--- src/blr_pkg.sv ---
// Shared types and constants for the Bresenham line rasterizer.
// Holds the beat payload structs, command codes and register indexes; no dependencies.
`default_nettype none

package blr_pkg;

  localparam int COORD_BITS = 16;
  localparam int ADDR_BITS = 24;
  localparam int DIM_BITS = 13;
  localparam int COLOR_BITS = 32;
  localparam int CFG_INDEX_BITS = 2;

  // span is |a-b| of two coordinates, error term carries sign and headroom
  localparam int SPAN_BITS = COORD_BITS + 1;
  localparam int ERR_BITS = COORD_BITS + 3;
  localparam int CMP_BITS = (COORD_BITS > DIM_BITS) ? COORD_BITS : DIM_BITS;
  localparam int MUL_BITS = COORD_BITS + DIM_BITS;

  localparam logic CMD_START = 1'b0;
  localparam logic CMD_STEP = 1'b1;

  localparam logic [CFG_INDEX_BITS-1:0] REG_FRAME_WIDTH = 2'd0;
  localparam logic [CFG_INDEX_BITS-1:0] REG_FRAME_HEIGHT = 2'd1;
  localparam logic [CFG_INDEX_BITS-1:0] REG_STROKE_COLOR = 2'd2;

  localparam logic [DIM_BITS-1:0] FRAME_WIDTH_RESET = 13'd640;
  localparam logic [DIM_BITS-1:0] FRAME_HEIGHT_RESET = 13'd480;
  localparam logic [COLOR_BITS-1:0] STROKE_COLOR_RESET = 32'hFF00_0000;

  typedef struct packed {
    logic                         cmd;
    logic signed [COORD_BITS-1:0] x_start;
    logic signed [COORD_BITS-1:0] y_start;
    logic signed [COORD_BITS-1:0] x_end;
    logic signed [COORD_BITS-1:0] y_end;
  } in_beat_t;

  typedef struct packed {
    logic signed [COORD_BITS-1:0] pixel_x;
    logic signed [COORD_BITS-1:0] pixel_y;
    logic                         write_enable;
    logic [ADDR_BITS-1:0]         pixel_address;
    logic [COLOR_BITS-1:0]        pixel_color;
    logic                         last;
  } out_beat_t;

  // pixel chosen by the stepping stage, before clipping and addressing
  typedef struct packed {
    logic signed [COORD_BITS-1:0] x;
    logic signed [COORD_BITS-1:0] y;
    logic                         active;
    logic                         last;
  } pixel_t;

endpackage

`default_nettype wire

--- src/bresenham_line_rasterizer_unit.sv ---
// Bresenham line rasterizer, top level.
// Uses blr_pkg for beat structs, command codes and register indexes.
`default_nettype none

// Usage:
//   Input channel (in_valid / in_stall / in_data) takes one command beat per
//   cycle. A start beat (cmd = CMD_START) loads both endpoints and yields the
//   first pixel; a step beat (cmd = CMD_STEP) advances the error term and
//   yields the next pixel. A step with no line in progress yields a beat with
//   write_enable low and last high, and leaves the line state untouched.
//   Output channel (out_valid / out_stall / out_data) gives exactly one beat
//   per input beat, in order, carrying coordinates, clipped write enable,
//   linear address y*frame_width+x, stroke color and last.
//   An accepted beat is held in the stepping stage, then moves to out_data when
//   the pipeline advances. Throughput: one beat per cycle unless out_stall
//   holds the output; the line state loop (error term and current point)
//   closes in the stepping stage, the address multiply in the second stage.
//   Stall: when out_stall holds the output register full, the stepping stage
//   fills and then in_stall rises; nothing is dropped or repeated.
//   Reset (rst, synchronous): empties both stages, clears the line state and
//   loads frame 640x480 with opaque black stroke color. The user must write
//   configuration (cfg_write/cfg_index/cfg_data) only while idle; not enforced.
module bresenham_line_rasterizer_unit (
  input  wire                                   clk,
  input  wire                                   rst,
  input  wire                                   in_valid,
  output logic                                  in_stall,
  input  wire  blr_pkg::in_beat_t               in_data,
  output logic                                  out_valid,
  input  wire                                   out_stall,
  output blr_pkg::out_beat_t                    out_data,
  input  wire                                   cfg_write,
  input  wire  [blr_pkg::CFG_INDEX_BITS-1:0]    cfg_index,
  input  wire  [blr_pkg::COLOR_BITS-1:0]        cfg_data
);

  localparam int CB = blr_pkg::COORD_BITS;
  localparam int SB = blr_pkg::SPAN_BITS;
  localparam int EB = blr_pkg::ERR_BITS;

  // Configuration registers
  logic [blr_pkg::DIM_BITS-1:0]   frame_width;
  logic [blr_pkg::DIM_BITS-1:0]   frame_height;
  logic [blr_pkg::COLOR_BITS-1:0] stroke_color;

  always_ff @(posedge clk) begin
    if (rst) begin
      frame_width  <= blr_pkg::FRAME_WIDTH_RESET;
      frame_height <= blr_pkg::FRAME_HEIGHT_RESET;
      stroke_color <= blr_pkg::STROKE_COLOR_RESET;
    end else if (cfg_write) begin
      case (cfg_index)
        blr_pkg::REG_FRAME_WIDTH:  frame_width  <= cfg_data[blr_pkg::DIM_BITS-1:0];
        blr_pkg::REG_FRAME_HEIGHT: frame_height <= cfg_data[blr_pkg::DIM_BITS-1:0];
        blr_pkg::REG_STROKE_COLOR: stroke_color <= cfg_data;
        default: ;
      endcase
    end
  end

  // Handshake: the pipeline moves when the output register is empty or taken
  logic advance;
  logic in_accept;
  logic s1_valid;

  assign advance   = !out_valid || !out_stall;
  assign in_stall  = s1_valid && !advance;
  assign in_accept = in_valid && !in_stall;

  // Line state
  logic signed [CB-1:0] current_x, current_y, target_x, target_y;
  logic                 step_x_negative, step_y_negative;
  logic [SB-1:0]        span_x, span_y;
  logic signed [EB-1:0] error_term;
  logic                 line_active;

  logic signed [CB-1:0] current_x_next, current_y_next, target_x_next, target_y_next;
  logic                 step_x_negative_next, step_y_negative_next;
  logic [SB-1:0]        span_x_next, span_y_next;
  logic signed [EB-1:0] error_term_next;
  logic                 line_active_next;
  blr_pkg::pixel_t      pix_next;

  // Start-path temporaries
  logic signed [SB-1:0] dx, dy;
  logic                 start_done;
  // Step-path temporaries
  logic signed [EB:0]   e2, neg_span_y, span_x_ext;
  logic                 move_x, move_y, step_done;
  logic signed [EB-1:0] err_after_x;
  logic signed [CB-1:0] stepped_x, stepped_y;

  always_comb begin
    current_x_next       = current_x;
    current_y_next       = current_y;
    target_x_next        = target_x;
    target_y_next        = target_y;
    step_x_negative_next = step_x_negative;
    step_y_negative_next = step_y_negative;
    span_x_next          = span_x;
    span_y_next          = span_y;
    error_term_next      = error_term;
    line_active_next     = line_active;

    dx = SB'(in_data.x_end) - SB'(in_data.x_start);
    dy = SB'(in_data.y_end) - SB'(in_data.y_start);
    start_done = (in_data.x_start == in_data.x_end) && (in_data.y_start == in_data.y_end);

    e2          = {error_term, 1'b0};
    neg_span_y  = -$signed((EB+1)'(span_y));
    span_x_ext  = $signed((EB+1)'(span_x));
    move_x      = e2 > neg_span_y;
    move_y      = e2 < span_x_ext;
    err_after_x = move_x ? error_term - $signed(EB'(span_y)) : error_term;
    stepped_x   = step_x_negative ? current_x - CB'(1) : current_x + CB'(1);
    stepped_y   = step_y_negative ? current_y - CB'(1) : current_y + CB'(1);
    step_done   = ((move_x ? stepped_x : current_x) == target_x) &&
                  ((move_y ? stepped_y : current_y) == target_y);

    pix_next.x      = current_x;
    pix_next.y      = current_y;
    pix_next.active = 1'b0;
    pix_next.last   = 1'b1;

    if (in_data.cmd == blr_pkg::CMD_START) begin
      // Load a new line, dropping any line in progress
      current_x_next       = in_data.x_start;
      current_y_next       = in_data.y_start;
      target_x_next        = in_data.x_end;
      target_y_next        = in_data.y_end;
      span_x_next          = dx[SB-1] ? SB'(-dx) : SB'(dx);
      span_y_next          = dy[SB-1] ? SB'(-dy) : SB'(dy);
      step_x_negative_next = !(in_data.x_start < in_data.x_end);
      step_y_negative_next = !(in_data.y_start < in_data.y_end);
      error_term_next      = $signed(EB'(span_x_next)) - $signed(EB'(span_y_next));
      line_active_next     = !start_done;
      pix_next.x      = in_data.x_start;
      pix_next.y      = in_data.y_start;
      pix_next.active = 1'b1;
      pix_next.last   = start_done;
    end else if (line_active) begin
      // Advance one pixel along the major/minor axes
      current_x_next   = move_x ? stepped_x : current_x;
      current_y_next   = move_y ? stepped_y : current_y;
      error_term_next  = move_y ? err_after_x + $signed(EB'(span_x)) : err_after_x;
      line_active_next = !step_done;
      pix_next.x      = current_x_next;
      pix_next.y      = current_y_next;
      pix_next.active = 1'b1;
      pix_next.last   = step_done;
    end
  end

  // Stage 1: line state and chosen pixel
  blr_pkg::pixel_t s1_pix;

  always_ff @(posedge clk) begin
    if (rst) begin
      current_x       <= '0;
      current_y       <= '0;
      target_x        <= '0;
      target_y        <= '0;
      step_x_negative <= 1'b0;
      step_y_negative <= 1'b0;
      span_x          <= '0;
      span_y          <= '0;
      error_term      <= '0;
      line_active     <= 1'b0;
      s1_valid        <= 1'b0;
    end else begin
      if (in_accept) begin
        current_x       <= current_x_next;
        current_y       <= current_y_next;
        target_x        <= target_x_next;
        target_y        <= target_y_next;
        step_x_negative <= step_x_negative_next;
        step_y_negative <= step_y_negative_next;
        span_x          <= span_x_next;
        span_y          <= span_y_next;
        error_term      <= error_term_next;
        line_active     <= line_active_next;
        s1_valid        <= 1'b1;
      end else if (advance) begin
        s1_valid <= 1'b0;
      end
    end
  end

  always_ff @(posedge clk) begin
    if (in_accept) begin
      s1_pix <= pix_next;
    end
  end

  // Stage 2: clip against the canvas and form the linear address
  logic                                 in_canvas, we;
  logic [blr_pkg::MUL_BITS-1:0]         addr_full;
  blr_pkg::out_beat_t                   out_next;

  always_comb begin
    in_canvas = !s1_pix.x[CB-1] && !s1_pix.y[CB-1] &&
                (blr_pkg::CMP_BITS'($unsigned(s1_pix.x)) < blr_pkg::CMP_BITS'(frame_width)) &&
                (blr_pkg::CMP_BITS'($unsigned(s1_pix.y)) < blr_pkg::CMP_BITS'(frame_height));
    we = s1_pix.active && in_canvas;
    addr_full = blr_pkg::MUL_BITS'($unsigned(s1_pix.y)) * blr_pkg::MUL_BITS'(frame_width)
              + blr_pkg::MUL_BITS'($unsigned(s1_pix.x));
    out_next.pixel_x       = s1_pix.x;
    out_next.pixel_y       = s1_pix.y;
    out_next.write_enable  = we;
    out_next.pixel_address = we ? blr_pkg::ADDR_BITS'(addr_full) : '0;
    out_next.pixel_color   = stroke_color;
    out_next.last          = s1_pix.last;
  end

  always_ff @(posedge clk) begin
    if (rst) begin
      out_valid <= 1'b0;
    end else if (advance) begin
      out_valid <= s1_valid;
    end
  end

  always_ff @(posedge clk) begin
    if (advance && s1_valid) begin
      out_data <= out_next;
    end
  end

  // Checks
  a_we_nonneg: assert property (@(posedge clk) disable iff (rst)
    out_valid && out_data.write_enable |-> !out_data.pixel_x[CB-1] && !out_data.pixel_y[CB-1])
    else $error("write enable on a negative coordinate");

  a_addr_zero: assert property (@(posedge clk) disable iff (rst)
    out_valid && !out_data.write_enable |-> out_data.pixel_address == '0)
    else $error("address not zero on a disabled pixel");

  a_idle_last: assert property (@(posedge clk) disable iff (rst)
    s1_valid && !s1_pix.active |-> s1_pix.last)
    else $error("inactive pixel not marked last");

  a_idle_hold: assert property (@(posedge clk) disable iff (rst)
    in_accept && in_data.cmd == blr_pkg::CMD_STEP && !line_active |=>
      $stable(current_x) && $stable(current_y) && $stable(error_term))
    else $error("step with no line changed the line state");

  a_point_line: assert property (@(posedge clk) disable iff (rst)
    in_accept && in_data.cmd == blr_pkg::CMD_START &&
    in_data.x_start == in_data.x_end && in_data.y_start == in_data.y_end |=>
      !line_active && s1_pix.last)
    else $error("single-point line left active");

endmodule

`default_nettype wire
--- config.mk ---
export PLATFORM = sky130hd
export DESIGN_NAME = bresenham_line_rasterizer_unit
export DESIGN_NICKNAME = d
export VERILOG_FILES = /design/src/blr_pkg.sv /design/src/bresenham_line_rasterizer_unit.sv
export SDC_FILE = /design/constraint.sdc
export NUM_CORES = 1
export LEC_CHECK = 0
export ABC_AREA = 1
export ABC_CLOCK_PERIOD_IN_PS = 7500
export BUFFER_PORTS_ARGS = -buffer_cell sky130_fd_sc_hd__buf_2
export CELL_PAD_IN_SITES_DETAIL_PLACEMENT = 1
export CELL_PAD_IN_SITES_GLOBAL_PLACEMENT = 2
export CORE_MARGIN = 2
export CORE_UTILIZATION = 36
export DETAILED_ROUTE_END_ITERATION = 10
export PLACE_DENSITY_LB_ADDON = 0.1
export SYNTH_ARGS = -nofsm -noshare
export SYNTH_HDL_FRONTEND = slang
export SYNTH_SLANG_ARGS = --single-unit
--- constraint.sdc ---
create_clock -name clk -period 7.5 [get_ports clk]
set_clock_uncertainty 0.05 [all_clocks]
set_input_delay 0.375 -clock clk [delete_from_list [all_inputs] [get_ports clk]]
set_output_delay 0.375 -clock clk [all_outputs]
set_load 0.02 [all_outputs]
==> reports/metrics.cfg <==
[run_status]
status = finished, final reports clean

[global_route]
antenna_found_initial = 4
grt_overflow_total = 0
grt_pass1_wl_um = 152000
grt_max_degree = 89
groute.usage.overall_pct = 25.05
grt_pass1_vias = 26493

[logic_synthesis]
yosysTopAreaCellShare_pct = 13.75
synthAdderAreaFrac_pct = 23.34
syn_area_um2 = 27080
synth_edf_count = 124
synth_area_leaders = edfxtp_1 (14%), dfxtp_1 (13%), fa_1 (12%)
synthDistinctLibCells = 54
synthSimpleGateAreaFrac_pct = 20.36
yosysSeqAreaShare_pct = 27.06
synth_top_family_by_area = adder cells
ys.warnings.count = 0
synthCells = 3638
ys_seq_elements = 304
synth_flop_cell = dfxtp_1
syn-num-nets = 4148
synth_top_area_cell = edfxtp_1
avgSynthCellArea_um2 = 7.443
muxShareOfSynthArea_pct = 0
synth_xor_area_share_pct = 4.260
synth-compound-area-share_pct = 13.96
ys_async_sr_fraction_pct = 0

[route]
drc = 0
dr.first_iter.drc_count = 1229
routed_wl_um = 98140
routedWlPerCell_um = 20.45
ant_nets = 0
dr.pass1.iters = 7
via_per_inst = 5.205
vias = 24982

[critical_path]
max_stage_delay_ns = 0.85
cp-startpoint = out_next[66]
path_class = reg2reg
cp_top_family = adder cells
end_kind = flip-flop
rr_endpoint = out_data[53]
crit_arrival_ns = 6.80
reg2reg_depth = 24
reg2reg_slack_ns = 0.99
cp.required_ns = 7.79
cp-start-kind = flip-flop
endpoint = out_data[53]
crit_cells = 24
crit_fanout = 15
crit_chain = nand2_1 > fa_1 > inv_1 > fa_1 > fa_1 > inv_1 > fa_1 > inv_1 > fa_1 > inv_1 > fa_1 > inv_1 > ha_1 > nand2_1 > inv_1 > nand2_1 > nor3_1 > a21oi_1 > o21a_1 > o21ai_0 > nand3_1 > nand2_1 > a21oi_1 > o21a_1
timing.rr.start = out_next[66]
cpMaxStageDelayCell = edfxtp_1
path_buf_inv = 6

[sta]
period_share_pct = 86.74
rsz0062_at_grt = no
fmax_mhz = 153.7
worst_pin_slew_ns = 1.068
maxSlewHeadroom_pct = 28.83
finalMaxSlewViolations = 0
finalSetupTns_ns = 0
finalSetupViolations = 0
final-hold-violation-count = 0
period_minus_slack_ns = 6.505

[power]
switching_power_uw = 3659
p_clk_share_pct = 24.8
powerDensity_nw_per_um2 = 266.2
power_uw = 8136
p_int_uw = 4477
seq_power_share_pct = 24.8
ir_worst_vdd_mv = 0.1829
p_leak_uw = 0.01545
power_frac_comb_pct = 50.4
swShare_pct = 44.97

[finish]
nFillCells = 9247
area_growth_pct = 12.89
layout.cells.non_filler = 4800
diodes = 0
multi_input_area_um2 = 16790
fin_nets = 4308
register_area_um2 = 7327
fin_area_um2 = 30570
drive_gt1_share_pct = 8.614

[floorplan]
start_util_pct = 36.37
die-area_um2 = 77420
die_h_um = 278.3
die-width_um = 278.3
core_um2 = 74450
row_count = 100
boundaryPins = 196

[min_path]
whs_path_depth = 3
hold_path_class = in2reg

[job]
cap_violations = 0

[clock_network]
clk_pin_slew_ns = 0.07
clk_path_buf_depth = 3
htreeDepth = 2
cts_resized = 0
postCtsSetupBuffers = 0
postCtsHoldBufs = 19
clkLatencyLatePin_ns = 0.59
cts_root_buf = clkbuf_16
tritoncts = done
cts_buffers = 41
clock-sinks = 304

[place]
dp_hpwl_um = 76770
dp_cells = 4705
gp_congestion = 0.8815
place_area_um2 = 29010
port_buffers = 195

-- cell type report --
cell class                 count  share of cell area (%)
tap                          969                   3.966
inverter                     656                   8.059
timing repair buffer         246                   4.601
sequential                   304                   23.97
multi-input combinational   2549                   54.92
clock buffer                  57                   3.823
clock inverter                19                  0.6631
-- registers in the layout, indices dropped and copies added, names as in the netlist --
signal,cells
out_valid,1
step_y_negative,1
step_x_negative,1
stroke_color,32
out_data,90
target_x,16
span_x,17
s1_valid,1
frame_width,13
target_y,16
out_next,33
error_term,19
line_active,1
span_y,17
current_x,16
current_y,16
frame_height,13
s1_pix,1
-- layer usage --
metal | global-route usage [%] | up-vias | routed length [um]
met5 | 0 | - | 22
met2 | 43.99 | 399 | 47300
met1 | 33.31 | 12411 | 45910
met4 | 5.170 | 4 | 1855
met3 | 2.544 | 109 | 3045
li1 | - | 12059 | -
-- kinds of logic (layout without fill, tap and decap cells) --
group / after synthesis / after routing
flops: 304 / 304
compound gates: 684 / 684
simple gates: 1329 / 1329
buf+inv: 785 / 978
xor+xnor: 130 / 130
fa+ha+maj: 406 / 406
-- cells in the mapped netlist (all sizes together) (23+ instances only) --
master / count
fa: 165
xor2: 86
inv: 654
a31oi: 53
nand2: 880
clkbuf: 110
nand4: 23
ha: 241
o21ai: 246
nand3: 210
nor3: 28
edfxtp: 124
nor2: 150
a21oi: 291
dfxtp: 180
xnor2: 44
-- power groups by stage --
stage / logic [uW] / registers [uW] / clock network [uW]
after detailed placement: 4100 / 2050 / 0
final: 4100 / 2020 / 2020
after global placement: 3990 / 2050 / 0
after floorplan: 2970 / 1980 / 0
after global routing: 4700 / 2030 / 2130
after CTS: 4140 / 2020 / 2070
-- worst min path at each step --
| stage | start | endpoint | slack, ns |
|---|---|---|---|
| 2_1_floorplan | out_next[0] | out_data[0] | 0.35 |
| 3_3_place_gp | stroke_color[22] | out_data[23] | 0.36 |
| 3_5_place_dp | stroke_color[10] | out_data[11] | 0.37 |
| 4_1_cts | in_data[27] | target_x[11] | 0.03 |
| 5_1_grt | in_data[28] | target_x[12] | 0.06 |
| 6_report | in_data[4] | target_y[4] | 0.06 |
-- cell usage in the layout (no fill, tap or decap), types with 19 or more instances in the layout --
cell and n:
nand2_1 877, ha_1 241, buf_4 32, clkbuf_16 43, nor2_1 146, nand4_1 23
xnor2_1 44, dfxtp_1 180, nand3_1 205, o21ai_0 229, a31oi_1 52, inv_1 646
xor2_1 84, o211ai_1 22, fa_1 165, edfxtp_1 124, buf_2 195, dlygate4sd3_1 19
a21oi_1 290, nor3_1 26, o221ai_1 22
-- stage by stage --
stage | hold WS [ns] | setup slack (ns) | utilization, %
after CTS | 0.02882 | 1.043 | 41.06
after global routing | 0.06395 | 0.5155 | 41.06
final | 0.05777 | 0.9949 | 41.06
after global placement | 0.3621 | 1.144 | 38.96
after floorplan | 0.3503 | 1.521 | -
after detailed placement | 0.3684 | 1.025 | 38.96
-- tightest hold or removal path, delay by kind of cell --
| family | cells | cell delay (ns) |
|---|---|---|
| AO/OA/AOI/OAI | 2 | 0.18 |
| buffers and inverters | 1 | 0.09 |
No activity file was read; power rests on OpenSTA's default activity.
